## src/rtl/core/rbpq_pkg.sv

```systemverilog
// shared types and codes for the ready/blocked process queue block
// no dependencies; imported by rbpq_cell, rbpq_queue and the top level
`default_nettype none

package rbpq_pkg;

  localparam int PRI_BITS = 4;

  typedef enum logic [1:0] {
    OP_INSERT  = 2'd0,
    OP_DEQUEUE = 2'd1,
    OP_REMOVE  = 2'd2,
    OP_FIND    = 2'd3
  } op_t;

  typedef enum logic [1:0] {
    ST_OK        = 2'd0,
    ST_FULL      = 2'd1,
    ST_EMPTY     = 2'd2,
    ST_NOT_FOUND = 2'd3
  } status_t;

  localparam logic QSEL_READY   = 1'b0;
  localparam logic QSEL_BLOCKED = 1'b1;

  // per-cycle command to one row of cells
  typedef struct packed {
    logic ins;     // insert new entry
    logic sorted;  // insert in priority order, else at the tail
    logic del;     // close the gap at the first hit
    logic head;    // hit is the head slot instead of a key match
  } rbpq_ctrl_t;

  // what a row reports back
  typedef struct packed {
    logic hit;
    logic full;
    logic empty;
  } rbpq_qstat_t;

endpackage

`default_nettype wire

```

## src/rtl/core/rbpq_cell.sv

```systemverilog
// one slot of a queue row: holds a key and a priority, shifts with its neighbors
// depends on rbpq_pkg
`default_nettype none

module rbpq_cell #(
  parameter int KEY_BITS = 32
) (
  input  wire logic                          clk,
  input  wire rbpq_pkg::rbpq_ctrl_t          ctrl,
  input  wire logic                          occ,
  input  wire logic [KEY_BITS-1:0]           new_key,
  input  wire logic [rbpq_pkg::PRI_BITS-1:0] new_pri,
  input  wire logic [KEY_BITS-1:0]           left_key,
  input  wire logic [rbpq_pkg::PRI_BITS-1:0] left_pri,
  input  wire logic [KEY_BITS-1:0]           right_key,
  input  wire logic [rbpq_pkg::PRI_BITS-1:0] right_pri,
  input  wire logic                          keep_in,
  input  wire logic                          hit_in,
  output      logic [KEY_BITS-1:0]           key_o,
  output      logic [rbpq_pkg::PRI_BITS-1:0] pri_o,
  output      logic                          keep_out,
  output      logic                          hit_out,
  output      logic                          first
);
  import rbpq_pkg::*;

  logic [KEY_BITS-1:0] key_r;
  logic [PRI_BITS-1:0] pri_r;
  logic                ge;
  logic                match;

  // entries at or above the new priority stay put; for fifo insert every live one stays
  assign ge       = ctrl.sorted ? (pri_r >= new_pri) : 1'b1;
  assign keep_out = occ & ge;
  assign match    = occ & ~ctrl.head & (key_r == new_key);
  assign hit_out  = hit_in | match;
  assign first    = match & ~hit_in;
  assign key_o    = key_r;
  assign pri_o    = pri_r;

  always_ff @(posedge clk) begin
    if (ctrl.ins) begin
      if (!keep_out) begin
        if (keep_in) begin
          key_r <= new_key;
          pri_r <= new_pri;
        end else begin
          key_r <= left_key;
          pri_r <= left_pri;
        end
      end
    end else if (ctrl.del && hit_out) begin
      key_r <= right_key;
      pri_r <= right_pri;
    end
  end

endmodule

`default_nettype wire

```

## src/rtl/core/rbpq_queue.sv

```systemverilog
// one bounded queue: a row of rbpq_cell slots plus the fill count
// depends on rbpq_pkg and rbpq_cell
`default_nettype none

module rbpq_queue #(
  parameter int DEPTH    = 16,
  parameter int KEY_BITS = 32,
  localparam int CW      = $clog2(DEPTH + 1)
) (
  input  wire logic                          clk,
  input  wire logic                          rst_n,
  input  wire rbpq_pkg::rbpq_ctrl_t          ctrl,
  input  wire logic [KEY_BITS-1:0]           key,
  input  wire logic [rbpq_pkg::PRI_BITS-1:0] pri,
  output      rbpq_pkg::rbpq_qstat_t         stat,
  output      logic [KEY_BITS-1:0]           found_key,
  output      logic [rbpq_pkg::PRI_BITS-1:0] found_pri,
  output      logic [CW-1:0]                 count,
  output      logic [CW-1:0]                 count_nxt
);
  import rbpq_pkg::*;

  logic [CW-1:0]       count_r;
  logic [KEY_BITS-1:0] cell_key  [DEPTH];
  logic [PRI_BITS-1:0] cell_pri  [DEPTH];
  logic [DEPTH-1:0]    occ;
  logic [DEPTH-1:0]    keep;
  logic [DEPTH-1:0]    hit;
  logic [DEPTH-1:0]    first;
  rbpq_ctrl_t          cell_ctrl;
  logic                ins_eff;
  logic                del_eff;

  assign stat.full  = (count_r == CW'(DEPTH));
  assign stat.empty = (count_r == '0);
  // head mode hits slot 0 when there is one; otherwise the chain ends in any match
  assign stat.hit   = ctrl.head ? occ[0] : hit[DEPTH-1];

  assign ins_eff = ctrl.ins & ~stat.full;
  assign del_eff = ctrl.del & stat.hit;

  always_comb begin
    cell_ctrl     = ctrl;
    cell_ctrl.ins = ins_eff;
    cell_ctrl.del = del_eff;
  end

  for (genvar i = 0; i < DEPTH; i++) begin : g_cell
    assign occ[i] = (CW'(i) < count_r);
    rbpq_cell #(
      .KEY_BITS (KEY_BITS)
    ) u_cell (
      .clk       (clk),
      .ctrl      (cell_ctrl),
      .occ       (occ[i]),
      .new_key   (key),
      .new_pri   (pri),
      .left_key  ((i == 0) ? key : cell_key[(i == 0) ? 0 : i-1]),
      .left_pri  ((i == 0) ? pri : cell_pri[(i == 0) ? 0 : i-1]),
      .right_key (cell_key[(i == DEPTH-1) ? i : i+1]),
      .right_pri (cell_pri[(i == DEPTH-1) ? i : i+1]),
      .keep_in   ((i == 0) ? 1'b1 : keep[(i == 0) ? 0 : i-1]),
      .hit_in    ((i == 0) ? ctrl.head : hit[(i == 0) ? 0 : i-1]),
      .key_o     (cell_key[i]),
      .pri_o     (cell_pri[i]),
      .keep_out  (keep[i]),
      .hit_out   (hit[i]),
      .first     (first[i])
    );
  end

  // first match is one-hot, so an and-or picks its data
  always_comb begin
    found_key = '0;
    found_pri = '0;
    if (ctrl.head) begin
      found_key = cell_key[0];
      found_pri = cell_pri[0];
    end else begin
      for (int i = 0; i < DEPTH; i++) begin
        found_key = found_key | (cell_key[i] & {KEY_BITS{first[i]}});
        found_pri = found_pri | (cell_pri[i] & {PRI_BITS{first[i]}});
      end
    end
  end

  always_comb begin
    count_nxt = count_r;
    if (ins_eff) begin
      count_nxt = count_r + CW'(1);
    end else if (del_eff) begin
      count_nxt = count_r - CW'(1);
    end
  end

  always_ff @(posedge clk) begin
    if (!rst_n) begin
      count_r <= '0;
    end else begin
      count_r <= count_nxt;
    end
  end

  assign count = count_r;

endmodule

`default_nettype wire

```

## src/rtl/core/ready_blocked_process_queues.sv

```systemverilog
// ready_blocked_process_queues: a priority-ordered ready queue and a fifo blocked queue
// of process keys, each a chain of slot cells that all shift at once.
// Input stream in_*: one command per transfer (insert, dequeue head, remove by key,
// find by key). Output stream out_*: one result per command with status, the entry
// touched, and both queue sizes after the command.
// Output: the result is registered at the accept edge and shows on out_* the next
// cycle. Throughput: one command per cycle while out_tready is high; every slot
// compares and shifts at once, and the longest path is the key compare followed by
// the first-match chain through all QUEUE_DEPTH cells.
// Stall: the output register holds its result while out_tready is low; a new command
// is taken when the held result leaves, so while one is held in_tready follows out_tready.
// Reset: both counts go to zero and the output register empties; slot contents are
// left as they are and only read once written.
// Remove and find look through the blocked queue head to tail first, then the ready
// queue; within a queue the match nearest its head wins.
`default_nettype none

module ready_blocked_process_queues #(
  parameter int QUEUE_DEPTH = 16,
  parameter int KEY_BITS    = 32,
  localparam int CW         = $clog2(QUEUE_DEPTH + 1),
  localparam int IN_BITS    = 3 + KEY_BITS + rbpq_pkg::PRI_BITS,
  localparam int IN_W       = ((IN_BITS + 7) / 8) * 8,
  localparam int OUT_BITS   = 3 + KEY_BITS + rbpq_pkg::PRI_BITS + 2 * CW,
  localparam int OUT_W      = ((OUT_BITS + 7) / 8) * 8
) (
  input  wire logic             clk,
  input  wire logic             rst_n,
  input  wire logic             in_tvalid,
  output      logic             in_tready,
  // opcode, queue_select, name_key, priority_req, zero pad
  input  wire logic [IN_W-1:0]  in_tdata,
  output      logic             out_tvalid,
  input  wire logic             out_tready,
  // status, found_key, found_priority, found_queue, ready_size, blocked_size, zero pad
  output      logic [OUT_W-1:0] out_tdata
);
  import rbpq_pkg::*;

  op_t                 op;
  logic                qsel;
  logic [KEY_BITS-1:0] key;
  logic [PRI_BITS-1:0] pri;
  logic                acc;

  rbpq_ctrl_t          r_ctrl;
  rbpq_ctrl_t          b_ctrl;
  rbpq_qstat_t         r_stat;
  rbpq_qstat_t         b_stat;
  logic [KEY_BITS-1:0] r_key;
  logic [KEY_BITS-1:0] b_key;
  logic [PRI_BITS-1:0] r_pri;
  logic [PRI_BITS-1:0] b_pri;
  logic [CW-1:0]       r_cnt;
  logic [CW-1:0]       b_cnt;
  logic [CW-1:0]       r_cnt_nxt;
  logic [CW-1:0]       b_cnt_nxt;

  status_t             res_status;
  logic [KEY_BITS-1:0] res_key;
  logic [PRI_BITS-1:0] res_pri;
  logic                res_queue;

  logic                out_valid_r;
  logic                out_valid_nxt;
  logic [OUT_W-1:0]    out_data_r;
  logic [OUT_W-1:0]    out_data_nxt;

  assign op   = op_t'(in_tdata[1:0]);
  assign qsel = in_tdata[2];
  assign key  = in_tdata[KEY_BITS+2:3];
  assign pri  = in_tdata[KEY_BITS+PRI_BITS+2:KEY_BITS+3];

  assign in_tready = ~out_valid_r | out_tready;
  assign acc       = in_tvalid & in_tready;

  // a blocked hit shields the ready queue from a remove
  always_comb begin
    b_ctrl.ins    = acc & (op == OP_INSERT) & (qsel == QSEL_BLOCKED);
    b_ctrl.sorted = 1'b0;
    b_ctrl.head   = (op == OP_DEQUEUE);
    b_ctrl.del    = acc & (((op == OP_DEQUEUE) & (qsel == QSEL_BLOCKED))
                           | (op == OP_REMOVE));
    r_ctrl.ins    = acc & (op == OP_INSERT) & (qsel == QSEL_READY);
    r_ctrl.sorted = 1'b1;
    r_ctrl.head   = (op == OP_DEQUEUE);
    r_ctrl.del    = acc & (((op == OP_DEQUEUE) & (qsel == QSEL_READY))
                           | ((op == OP_REMOVE) & ~b_stat.hit));
  end

  rbpq_queue #(
    .DEPTH    (QUEUE_DEPTH),
    .KEY_BITS (KEY_BITS)
  ) u_ready (
    .clk       (clk),
    .rst_n     (rst_n),
    .ctrl      (r_ctrl),
    .key       (key),
    .pri       (pri),
    .stat      (r_stat),
    .found_key (r_key),
    .found_pri (r_pri),
    .count     (r_cnt),
    .count_nxt (r_cnt_nxt)
  );

  rbpq_queue #(
    .DEPTH    (QUEUE_DEPTH),
    .KEY_BITS (KEY_BITS)
  ) u_blocked (
    .clk       (clk),
    .rst_n     (rst_n),
    .ctrl      (b_ctrl),
    .key       (key),
    .pri       (pri),
    .stat      (b_stat),
    .found_key (b_key),
    .found_pri (b_pri),
    .count     (b_cnt),
    .count_nxt (b_cnt_nxt)
  );

  always_comb begin
    res_status = ST_OK;
    res_key    = '0;
    res_pri    = '0;
    res_queue  = QSEL_READY;
    case (op)
      OP_INSERT: begin
        res_key   = key;
        res_pri   = pri;
        res_queue = qsel;
        if ((qsel == QSEL_READY) ? r_stat.full : b_stat.full) begin
          res_status = ST_FULL;
        end
      end
      OP_DEQUEUE: begin
        res_queue = qsel;
        if (qsel == QSEL_READY) begin
          if (r_stat.empty) begin
            res_status = ST_EMPTY;
          end else begin
            res_key = r_key;
            res_pri = r_pri;
          end
        end else begin
          if (b_stat.empty) begin
            res_status = ST_EMPTY;
          end else begin
            res_key = b_key;
            res_pri = b_pri;
          end
        end
      end
      OP_REMOVE, OP_FIND: begin
        if (b_stat.hit) begin
          res_key   = b_key;
          res_pri   = b_pri;
          res_queue = QSEL_BLOCKED;
        end else if (r_stat.hit) begin
          res_key   = r_key;
          res_pri   = r_pri;
        end else begin
          res_status = ST_NOT_FOUND;
        end
      end
      default: begin
        res_status = ST_OK;
      end
    endcase
  end

  assign out_data_nxt = OUT_W'({b_cnt_nxt, r_cnt_nxt, res_queue, res_pri, res_key,
                                res_status});

  always_comb begin
    out_valid_nxt = out_valid_r;
    if (acc) begin
      out_valid_nxt = 1'b1;
    end else if (out_tready) begin
      out_valid_nxt = 1'b0;
    end
  end

  always_ff @(posedge clk) begin
    if (!rst_n) begin
      out_valid_r <= 1'b0;
    end else begin
      out_valid_r <= out_valid_nxt;
    end
  end

  always_ff @(posedge clk) begin
    if (acc) begin
      out_data_r <= out_data_nxt;
    end
  end

  assign out_tvalid = out_valid_r;
  assign out_tdata  = out_data_r;

  a_cnt_bound : assert property (@(posedge clk) disable iff (!rst_n)
    (r_cnt <= CW'(QUEUE_DEPTH)) && (b_cnt <= CW'(QUEUE_DEPTH)))
    else $error("queue count above depth");

  a_ready_ins : assert property (@(posedge clk) disable iff (!rst_n)
    acc && (op == OP_INSERT) && (qsel == QSEL_READY) && !r_stat.full
    |=> r_cnt == $past(r_cnt) + CW'(1))
    else $error("ready insert did not grow the ready queue");

  a_blocked_hit_shields : assert property (@(posedge clk) disable iff (!rst_n)
    acc && (op == OP_REMOVE) && b_stat.hit
    |=> (r_cnt == $past(r_cnt)) && (b_cnt == $past(b_cnt) - CW'(1)))
    else $error("remove with blocked hit touched the wrong queue");

  a_find_no_change : assert property (@(posedge clk) disable iff (!rst_n)
    acc && (op == OP_FIND) |=> $stable(r_cnt) && $stable(b_cnt))
    else $error("find changed a queue count");

  a_result_follows : assert property (@(posedge clk) disable iff (!rst_n)
    acc |=> out_tvalid)
    else $error("accepted command left no result");

endmodule

`default_nettype wire
```

## config.mk

```make
export PLATFORM = sky130hd
export DESIGN_NAME = ready_blocked_process_queues
export DESIGN_NICKNAME = d
export VERILOG_FILES = /design/src/rtl/core/rbpq_pkg.sv /design/src/rtl/core/rbpq_cell.sv /design/src/rtl/core/rbpq_queue.sv /design/src/rtl/core/ready_blocked_process_queues.sv
export SDC_FILE = /design/constraint.sdc
export NUM_CORES = 2
export LEC_CHECK = 0
export BUFFER_PORTS_ARGS = -buffer_cell sky130_fd_sc_hd__buf_2
export CORE_MARGIN = 1
export CORE_UTILIZATION = 44
export DETAILED_ROUTE_END_ITERATION = 10
export HOLD_SLACK_MARGIN = 0.02
export PLACE_DENSITY = 0.7
export SLEW_MARGIN = 20
export SYNTH_ARGS = -nofsm -noshare
export SYNTH_HDL_FRONTEND = slang
export SYNTH_SLANG_ARGS = --single-unit
```

## constraint.sdc

```tcl
create_clock -name clk -period 7.45 [get_ports clk]
set_clock_uncertainty 0.1 [all_clocks]
set_input_delay 0.745 -clock clk [delete_from_list [all_inputs] [get_ports clk]]
set_output_delay 0.745 -clock clk [all_outputs]
set_load 0.03 [all_outputs]
```

==> summary.txt <==
Routed via count -> 81,624
Placeable core region -> 0.193 mm^2
Starting density of the core -> 44.3%
Number of resized instances in the post-cts repair step -> 0
Kind of critical path -> register to register
Power after layout -> 0.0180 W
Max-capacitance violation count -> 0
Vias per cell -> 7.00
Final Critical Period -> 6420 ps
Mapped Cells -> 9,238
RSZ-0062 raised after global routing -> no
Total wire length -> 436,000 um
GRT Total Usage -> 43.1%
Library cell used as clock root buffer -> clkbuf_16
Crit. Startpoint -> u_ready.count[1]
Sequential share of the synthesized area -> 42.6%
Uppermost layer routed -> met5
Number of buffers inserted to repair setup after CTS -> 0
Die Footprint -> 0.196 mm^2
Number of clock buffers inserted by TritonCTS -> 149
Endpoint arrival time on the critical path -> 6830 ps
Number of distinct library cells after synthesis -> 84
GR Overflow Total -> 0
Buffers from clock root to sink, at most -> 3
P&R area growth vs syn -> 10.4%
IO Pins -> 102
Number of register bits inferred by synthesis -> 1,212
Instance area after placement -> 0.0892 mm^2
WL met3 -> 59,100 um
Remaining design rule violation count -> 0
Maximum vdd ir drop -> 0.151 mV
Residual antenna-violating net count after detailed routing -> 0
Fraction of the core area covered by cells at the end of the flow -> 48.9%
Die height -> 442 um
Clock sink count -> 1,212
Cell leakage power -> 34.2 nW
Die Span X -> 442 um
Post-detailed-route wirelength per cell -> 37.4 um
Met2 Routed Length -> 183,000 um
Peak fanout along the critical path -> 35
Most common cell after layout, fill and taps aside -> nand2_1
Data required time at the worst endpoint -> 7870 ps
Fill cell instance count of the final layout -> 18,051
Status -> finished, final reports clean
Latest clock arrival within the worst-skew pair -> 850 ps
Std-Cell Rows -> 161
Number of input and output port buffers inserted -> 93
Relative slew slack -> 11.1%
Pins over their slew limit -> 0
Syn Area/Cell -> 9.23 um^2
Async SR Flop Fraction -> 0%
DR iter-0 viols -> 14,580
First-pass iteration count of the detailed router -> 9
Hold/Removal Path Class -> input pin to register
Maximum clock frequency -> 156 MHz
Share of the clock period used by the worst path after layout -> 86.1%
GP Congestion -> 1.08
Global-route wire length before repair -> 599,000 um
Startpoint type of the worst setup path -> register
Startpoint of the worst-slack reg-to-reg timing path -> u_ready.count[1]
Largest net degree at the start of global routing -> 199
Hold_sp -> in_tvalid
Area share of the largest cell type after synthesis -> 42.3%
Final number of hold-violating endpoints -> 0
Number of global-route vias before repair -> 74,511
Setup TNS after final layout -> 0 ps
Length of routed wiring on met1 -> 151,000 um
Cts-stage hold buffer count -> 0
Initial antenna violation count -> 17
Endpoint type of the worst setup path -> register
TritonCTS clock tree -> built
Power density of the placed cells -> 191 mW/mm^2
Most used cells in the layout excluding fill and tap cells -> nand2_1, edfxtp_1, o21ai_0
Count of nets after finishing -> 9,132
Number of enable-type register cells in the synthesized netlist -> 1,201
Final HPWL DP -> 314,000 um
Clock slew seen by the registers of the worst setup and hold paths -> 60 ps
Cell taking the most area after synthesis -> edfxtp_1
Final Hold Slack -> 61.8 ps
Largest cells by area after synthesis -> edfxtp_1, mux2i_1, nand2_1, xor2_1, o21ai_0
Max H-tree Level -> 4
Total setup violations reported at the end of the flow -> 0
Worst Max-Slew Pin Slew -> 1330 ps
Primary flip-flop cell chosen by synthesis mapping -> edfxtp_1
Layout Cell Area excl Fill -> 0.0941 mm^2
Proportion of layout cells with a drive suffix above 1 -> 9.51%
Syn Std Cell Area -> 0.0853 mm^2
Synthesis warning total -> 0
[logic make-up (layout without fill, tap and decap cells)]
kind of cell             count (synthesis)  count (layout)  synth area share, %
flip-flops                            1212            1212                 42.6
buffers and inverters                  957             846                 4.83
AND/OR/NAND/NOR                       3035            3035                 16.4
multiplexers                           831             831                 9.87
XOR/XNOR                               991             991                 10.2
AO/OA/AOI/OAI                         2139            2139                 15.1
adder cells (fa/ha/maj)                 72              72                 1.06
other                                    1              14              0.00440
[Yosys cell counts (10+ instances only)]
library cell / instances
a31oi_1: 144
or4_1: 28
o21ai_0: 919
and3_1: 23
a21oi_1: 404
edfxtp_1: 1201
inv_1: 121
a31o_1: 19
nor3_1: 135
ha_1: 72
or3_1: 16
a211oi_1: 19
o22ai_1: 102
buf_6: 18
a2111oi_0: 32
and2_1: 36
a21o_1: 71
mux2i_1: 752
xor2_1: 532
nor2b_1: 26
a221o_1: 34
nand4_1: 210
a22o_1: 116
buf_2: 56
a222oi_1: 10
nor4bb_1: 28
and4_1: 14
buf_1: 68
mux2_2: 79
xnor2_1: 459
dfxtp_1: 11
clkbuf_1: 604
a32oi_1: 10
nor4_1: 202
nand2b_1: 60
nand3_1: 198
buf_4: 86
nor2_1: 379
nand2_1: 1610
a22oi_1: 141
a221oi_1: 57
[per-stage QoR]
| stage | std cells | worst slack [ps] |
|---|---|---|
| after detailed placement | 11389 | 943 |
| after floorplan | 9244 | 756 |
| after CTS | 11657 | 1550 |
| final | 11666 | 1030 |
| after global routing | 11659 | 1180 |
| after global placement | 11389 | 980 |
[critical path: stages (launching register included)]
cell and delay [ps]:
dfxtp_1 640, inv_1 170, ha_1 220, o21ai_1 600, nand4_1 570, nor4_4 430
or3_1 370, buf_4 360, nor4_4 90, buf_4 290, nand2_1 130, nand4b_1 390
a221o_1 500, a221oi_1 1010, o22ai_1 160
[final cells by class]
class	count	area, um^2	area share, %
Multi-Input combinational cell	7075	45800	48.7
Sequential cell	1212	36300	38.5
Clock buffer	192	4060	4.31
Timing Repair Buffer	453	3560	3.79
Tap cell	2526	3160	3.36
Clock inverter	76	751	0.798
Inverter	125	469	0.498
Antenna cell	7	17.5	0.0186
[path summary, 6_finish.rpt]
| path | depth (start not counted) | end | slack [ps] |
|---|---|---|---|
| setup / recovery | 14 | out_tdata[26] | 1030 |
| setup reg to reg | 14 | out_tdata[26] | 1030 |
| hold / removal | 3 | out_tvalid | 60 |
| hold reg to reg | 2 | out_tvalid | 440 |
[power breakdown]
group | switching (W) | internal [W] | total [W]
sequential | 0.000258 | 0.00767 | 0.00792
combinational | 0.00183 | 0.000695 | 0.00252
clock | 0.00324 | 0.00429 | 0.00753
total | 0.00533 | 0.0127 | 0.0180
[metal layers]
metal	vias up	track usage, %
li1	33256	-
met1	39707	52.7
met2	7029	63.6
met3	1622	12.9
met4	10	32.9
met5	-	0
[registers in the layout, summed over array words and instances (netlist names)]
signal and count:
u_blocked.g_cell.u_cell.key_o 512, u_ready.g_cell.u_cell.key_o 512, u_blocked.g_cell.u_cell.pri_o 64, u_ready.g_cell.u_cell.pri_o 64
out_tdata 49, u_blocked.count 5, u_ready.count 5, out_tvalid 1
Power figures use the tool's default switching activity.
